## src/design/pev_pkg.sv

```systemverilog
// shared types and constants for the polynomial evaluator
// request and response of the multi-cycle multiply unit, saturation limits
package pev_pkg;

    localparam logic signed [63:0] SAT_MAX = 64'sh7FFF_FFFF_FFFF_FFFF;
    localparam logic signed [63:0] SAT_MIN = 64'sh8000_0000_0000_0000;
    localparam logic signed [63:0] Q32_ONE = 64'sh0000_0001_0000_0000;

    typedef struct packed {
        logic               start;
        logic signed [63:0] a;
        logic signed [31:0] b;
        logic               shift16;
    } mul_req_t;

    typedef struct packed {
        logic               done;
        logic signed [63:0] value;
        logic               ovf;
    } mul_rsp_t;

endpackage

```

## src/design/pev_mul.sv

```systemverilog
// saturating fixed-point multiply (a * b) >> s, s is 0 or 16, magnitude truncation
// one 32x32 multiplier used twice; uses pev_pkg
module pev_mul (
    input  logic              clk,
    input  logic              rst_n,
    input  pev_pkg::mul_req_t req,
    output pev_pkg::mul_rsp_t rsp
);

    import pev_pkg::*;

    localparam logic [2:0] M_IDLE = 3'd0;
    localparam logic [2:0] M_LO   = 3'd1;
    localparam logic [2:0] M_HI   = 3'd2;
    localparam logic [2:0] M_SUM  = 3'd3;
    localparam logic [2:0] M_FIN  = 3'd4;

    logic [2:0]         state_reg, state_next;
    logic               done_reg, done_next;
    logic               neg_reg;
    logic               sh_reg;
    logic [63:0]        ma_reg;
    logic [31:0]        mb_reg;
    logic [63:0]        lo_reg;
    logic [63:0]        hi_reg;
    logic [63:0]        m_reg;
    logic               ovf_reg;
    logic signed [63:0] res_reg;
    logic               res_ovf_reg;

    logic [31:0] mult_sel;
    logic [63:0] prod;
    logic        ovf_hi;
    logic [63:0] hs;
    logic [63:0] lsh;
    logic [64:0] sum;
    logic        ovf_all;

    assign mult_sel = (state_reg == M_LO) ? ma_reg[31:0] : ma_reg[63:32];
    assign prod     = 64'(mult_sel) * 64'(mb_reg);

    always_comb
    begin
        ovf_hi = sh_reg ? (hi_reg[63:48] != 16'd0) : (hi_reg[63:32] != 32'd0);
        hs     = sh_reg ? {hi_reg[47:0], 16'd0} : {hi_reg[31:0], 32'd0};
        lsh    = sh_reg ? {16'd0, lo_reg[63:16]} : lo_reg;
        sum    = {1'b0, hs} + {1'b0, lsh};
        ovf_all = ovf_reg | (neg_reg ? (m_reg > 64'h8000_0000_0000_0000) : m_reg[63]);
    end

    always_comb
    begin
        state_next = state_reg;
        done_next  = 1'b0;
        case (state_reg)
            M_IDLE:
            begin
                if (req.start)
                begin
                    state_next = M_LO;
                end
            end
            M_LO:  state_next = M_HI;
            M_HI:  state_next = M_SUM;
            M_SUM: state_next = M_FIN;
            M_FIN:
            begin
                state_next = M_IDLE;
                done_next  = 1'b1;
            end
            default: state_next = M_IDLE;
        endcase
    end

    always_ff @(posedge clk or negedge rst_n)
    begin
        if (!rst_n)
        begin
            state_reg <= M_IDLE;
            done_reg  <= 1'b0;
        end
        else
        begin
            state_reg <= state_next;
            done_reg  <= done_next;
        end
    end

    always_ff @(posedge clk)
    begin
        case (state_reg)
            M_IDLE:
            begin
                if (req.start)
                begin
                    neg_reg <= req.a[63] ^ req.b[31];
                    sh_reg  <= req.shift16;
                    ma_reg  <= req.a[63] ? (~req.a + 64'd1) : req.a;
                    mb_reg  <= req.b[31] ? (~req.b + 32'd1) : req.b;
                end
            end
            M_LO:  lo_reg <= prod;
            M_HI:  hi_reg <= prod;
            M_SUM:
            begin
                m_reg   <= sum[63:0];
                ovf_reg <= ovf_hi | sum[64];
            end
            M_FIN:
            begin
                res_ovf_reg <= ovf_all;
                if (ovf_all)
                begin
                    res_reg <= neg_reg ? SAT_MIN : SAT_MAX;
                end
                else
                begin
                    res_reg <= neg_reg ? signed'(~m_reg + 64'd1) : signed'(m_reg);
                end
            end
            default:
            begin
            end
        endcase
    end

    assign rsp.done  = done_reg;
    assign rsp.value = res_reg;
    assign rsp.ovf   = res_ovf_reg;

endmodule

```

## config.mk

```make
export PLATFORM = sky130hd
export DESIGN_NAME = pev_mul
export DESIGN_NICKNAME = d
export VERILOG_FILES = /design/src/design/pev_pkg.sv /design/src/design/pev_mul.sv
export SDC_FILE = /design/constraint.sdc
export NUM_CORES = 2
export LEC_CHECK = 0
export ABC_AREA = 1
export BUFFER_PORTS_ARGS = -buffer_cell sky130_fd_sc_hd__buf_2
export CORE_UTILIZATION = 46
export CTS_CLUSTER_SIZE = 12
export DETAILED_ROUTE_END_ITERATION = 6
export PLACE_DENSITY_LB_ADDON = 0.15
export SETUP_SLACK_MARGIN = 0.02
export SYNTH_ARGS = -nofsm -noshare
export SYNTH_HDL_FRONTEND = slang
export SYNTH_SLANG_ARGS = --single-unit
```

## constraint.sdc

```tcl
create_clock -name clk -period 9.7 [get_ports clk]
set_clock_uncertainty 0.15 [all_clocks]
set_input_delay 0.485 -clock clk [delete_from_list [all_inputs] [get_ports clk]]
set_output_delay 0.485 -clock clk [all_outputs]
set_load 0.02 [all_outputs]
```

# After elaboration in Yosys (flattened, before gate mapping)
# Cells that the tools add are included.
# W data, S select, Z words.
# op_classes
add_sub_neg	4
n_lt_le_gt_ge	1
reduce_logical	4
n_mul	1
bitwise_logic	6
n_eq_ne	5
n_mux	13
# op_table
operator	count
$mux W64	5
$add A64 B1 Y64 const B	2
$not A64 Y64	2
$add A64 B64 Y65	1
$gt A64 B64 Y1 const B	1
$mul A32 B32 Y64	1
$mux W63	1
$add A32 B1 Y32 const B	1
$mux W32	1
$not A32 Y32	1
$reduce_bool A32 Y1	1
$mux W31	1
$reduce_bool A16 Y1	1
$pmux W3 S4	1
$eq A3 B2 Y1 const B	2
$eq A3 B1 Y1 const B	1
$eq A3 B3 Y1 const B	1
$logic_not A3 Y1	1
$mux W1	3
$mux W3	1
$ne A2 B2 Y1 const B	1
$or A1 B1 Y1	2
$reduce_and A2 Y1	1
$xor A1 B1 Y1	1
# word_totals
out_inout_bits	66
word_cells	48
reg_bits	360
inputBits	100

# Depth between registers and ports, before layout
# depth
word_depth	4
mapped_depth	35

# Worst setup path before layout
# No wires, ideal clock.
# synth_path
path_type	flip-flop to flip-flop
from	reg state_reg[2]
to	reg hi_reg[58], data pin
setup_ns	0.257
t_arrival_ns	8.555
required_ns	9.293
stages_incl_launch_ff	30
synth_period_minus_slack_ns	8.962
path_slack_ns	0.738
path_cell_list	dfrtp_1 -> nor3_4 -> clkbuf_1 -> or2_2 -> o21ai_2 -> buf_2 -> nor2_1 -> fa_1 -> fa_1 -> inv_1 -> fa_1 -> fa_1 -> fa_1 -> inv_1 -> fa_1 -> fa_1 -> inv_1 -> fa_1 -> inv_1 -> ha_1 -> nand2_1 -> inv_1 -> nand2_1 -> nand2_1 -> a21oi_1 -> nand3_1 -> nand2_1 -> nand3_1 -> nand2_1 -> nand2_1
# synth_between
elab_chain_cells	3
# synth_rtl
element	line	source
start, declared	pev_mul.sv:18	logic [2:0] state_reg, state_next;
start signal, assigned	pev_mul.sv:84	state_reg <= state_next;
$eq A3 B1 Y1	pev_mul.sv:39	assign mult_sel = (state_reg == M_LO) ? ma_reg[31:0] : ma_reg[63:32];
$mux W32	pev_mul.sv:39	
$mul A32 B32 Y64	pev_mul.sv:40	assign prod = 64'(mult_sel) * 64'(mb_reg);
net prod[58]	pev_mul.sv:32	logic [63:0] prod;
end signal, assigned	pev_mul.sv:103	M_HI: hi_reg <= prod;
end, declared	pev_mul.sv:25	logic [63:0] hi_reg;
# The timed path passes the listed nets, and every way through them passes these cells.
# A chain may end at the register's enable or synchronous reset.

# Worst setup path in the final report
# layout_path
from	reg state_reg[2]
to	reg hi_reg[52], data pin
# The elaborated chain is that of the path after synthesis.

==> results.toml <==
[synthesis]
synthCells = 7210
syn_nets = 8521
yosysUniqueCellTypes = 44
synth-main-ff-cell = "edfxtp_1"
ys_ff_latch = 360
ys.warnings.count = 0
syn_area_mm2 = 0.0562
synthArstFlopShare = 0.0111
synth_edf_count = 356
avgSynthCellArea_um2 = 7.80
seq_area_frac_synth = 0.192

[clock_network]
cts-resized-gates = 0
cts_made_buffers = 45
h-tree-depth = 2
worst_skew_pair.late_latency_ns = 0.64
cts.path.max_buffers = 3
tritoncts = "yes"
clk_pin_slew_worst_paths_ns = 0.06
cts_root_buffer = "clkbuf_16"
clock_sinks = 360

[global_route]
grt_overflow = 0
antenna_found_initial = 4
track_usage = 0.339
grt_max_degree = 98
grt_pass1_vias = 49044
grt_pass1_wl_mm = 308

[setup_path]
setup.worst_path.end_class = "flop"
cp_slowest_cell = "nor3_1"
critPathLaunchType = "flop"
r2r_setup_slack_ns = 0.32
crit_cells = 28
crit_path_max_incr_delay_ns = 0.65
critPathKind = "flop to flop"
crit_required_ns = 9.92
reg2reg_depth = 28
path_buf_inv = 8
cp_data_arrival_time_ns = 9.60
crit_fanout = 24
r2r-end = "hi_reg[52]"
cp_top_family = "adder cells"
endpoint = "hi_reg[52]"
crit_top_cell = "fa_1"
crit_start = "state_reg[2]"
rr_startpoint = "state_reg[2]"

[timing]
min_period_over_period = 0.967
min_period_ns = 9.38
hold_violations = 0
finalSetupTns_ns = 0
setup_viol = 0
grt_setup_unrepaired = "no"
worst_slew_pin_slew_ns = 1.29
slew_violations = 0
timing.fmax_mhz = 107
relSlewSlack = 0.138

[floorplanning]
fp.dieW_um = 352
fp-row-count = 127
start_util = 0.466
core_area_mm2 = 0.121
die_h_um = 352
ioPinCount = 166
die_area_mm2 = 0.124

[detailed_routing]
dr.pass1.iters = 6
drt-total-wl_mm = 204
drt-vias-per-instance = 5.29
drtIter0Drc = 4087
detail_route.wl_per_cell_um = 22.7
final_antenna_net_count = 0
drc_errors = 0
num_vias = 47485

[placement]
routabilityCongestion = 1.05
port_buffers = 165
post-dp-hpwl_mm = 172

[finish]
nNetsFinal = 8633
syn_to_final_growth_pct = 7.82
diodes = 0
drive_above_1_share = 0.0631
post-route-util = 0.503

[worst_hold_path]
whs_path_depth = 2
hold_class = "input pin to flop"

[outcome]
status = "completed"

[flow_run]
max_cap_violations = 0
## stage by stage
step / cell area (µm²) / cells / setup WS [ns] / hold slack (ns)
floorplan: 56200 / 7210 / 0.738 / 0.0394
global placement: 59000 / 8871 / 0.334 / 0.146
detailed placement: 59000 / 8871 / 0.388 / 0.148
CTS: 60600 / 8967 / 0.339 / 0.00582
global route: 60600 / 8969 / 0.0514 / 0.0315
finish: 60600 / 8969 / 0.317 / 0.0451
## cell usage after synthesis (8+ instances only)
cell type	count	share of area
xnor2_1	35	0.0055
clkbuf_1	131	0.0087
xor2_1	137	0.021
inv_1	1489	0.099
clkinv_1	10	0.00067
nand3_1	183	0.016
nand2_1	1983	0.13
o21ai_0	104	0.0093
inv_2	23	0.0015
or2_2	36	0.0040
fa_1	897	0.32
nor3_1	47	0.0042
o21ai_4	8	0.0023
a21oi_1	104	0.0093
buf_2	79	0.0070
nand3_2	11	0.0020
o21ai_2	15	0.0023
nand3b_1	12	0.0016
ha_1	314	0.070
edfxtp_1	356	0.19
nor2_1	1070	0.071
nand4_1	62	0.0069
o21ai_1	16	0.0014
o21bai_1	23	0.0031
## worst min path at each step
stage | endpoint | slack (ns) | start
5_1_grt | mb_reg[25] | 0.03 | req[26]
3_5_place_dp | done_reg | 0.15 | rst_n
2_1_floorplan | done_reg | 0.04 | rst_n
6_report | mb_reg[25] | 0.05 | req[26]
3_3_place_gp | done_reg | 0.15 | rst_n
4_1_cts | mb_reg[25] | 0.006 | req[26]
## area by class of cell
type                            count  area [µm²]
Fill cell                       12006       60000
Multi-Input combinational cell   5100       38800
Sequential cell                   360       10800
Inverter                         1522        5710
Tap cell                         1612        2020
Timing Repair Buffer              293        1850
Clock buffer                       58        1170
Clock inverter                     24         312
## metal layers
layer	global-route usage	wire length, µm
met3	0.0688	19000
met2	0.546	91900
met4	0.112	7700
met5	0	82
met1	0.456	85300
## cells in the final DEF, fill, tap and decap left out, types with 13 or more instances in the layout
cell type,netlist,final
nand4_1,62,62
o21ai_0,104,104
nor2_1,1070,1068
xor2_1,137,137
o21bai_1,23,23
inv_1,1489,1488
edfxtp_1,356,356
inv_2,23,24
ha_1,314,314
xnor2_1,35,35
nand3_1,183,183
clkbuf_1,131,13
or2_2,36,36
dlygate4sd3_1,0,14
clkinv_1,10,15
buf_2,79,165
nand2_1,1983,1983
buf_4,6,112
clkbuf_16,0,45
nor3_1,47,46
fa_1,897,897
a21oi_1,104,104
o21ai_2,15,26
## timing repair
item / CTS / global route
endpoints found under the hold margin: 16 / 0
buffers inserted: 0 / 2
setup endpoints to repair: 0 / 2
hold buffers: 14 / 0
## cell families after synthesis
| group | share of synthesized area |
|---|---|
| XOR/XNOR | 0.0268 |
| AND/OR/NAND/NOR | 0.242 |
| AO/OA/AOI/OAI | 0.0304 |
| adder cells (fa/ha/maj) | 0.389 |
| buffers and inverters | 0.120 |
| flip-flops | 0.192 |
Power is left out: the tool's default activity adds up to more than one toggle a clock period on the data nets, which glitch-free logic cannot reach.
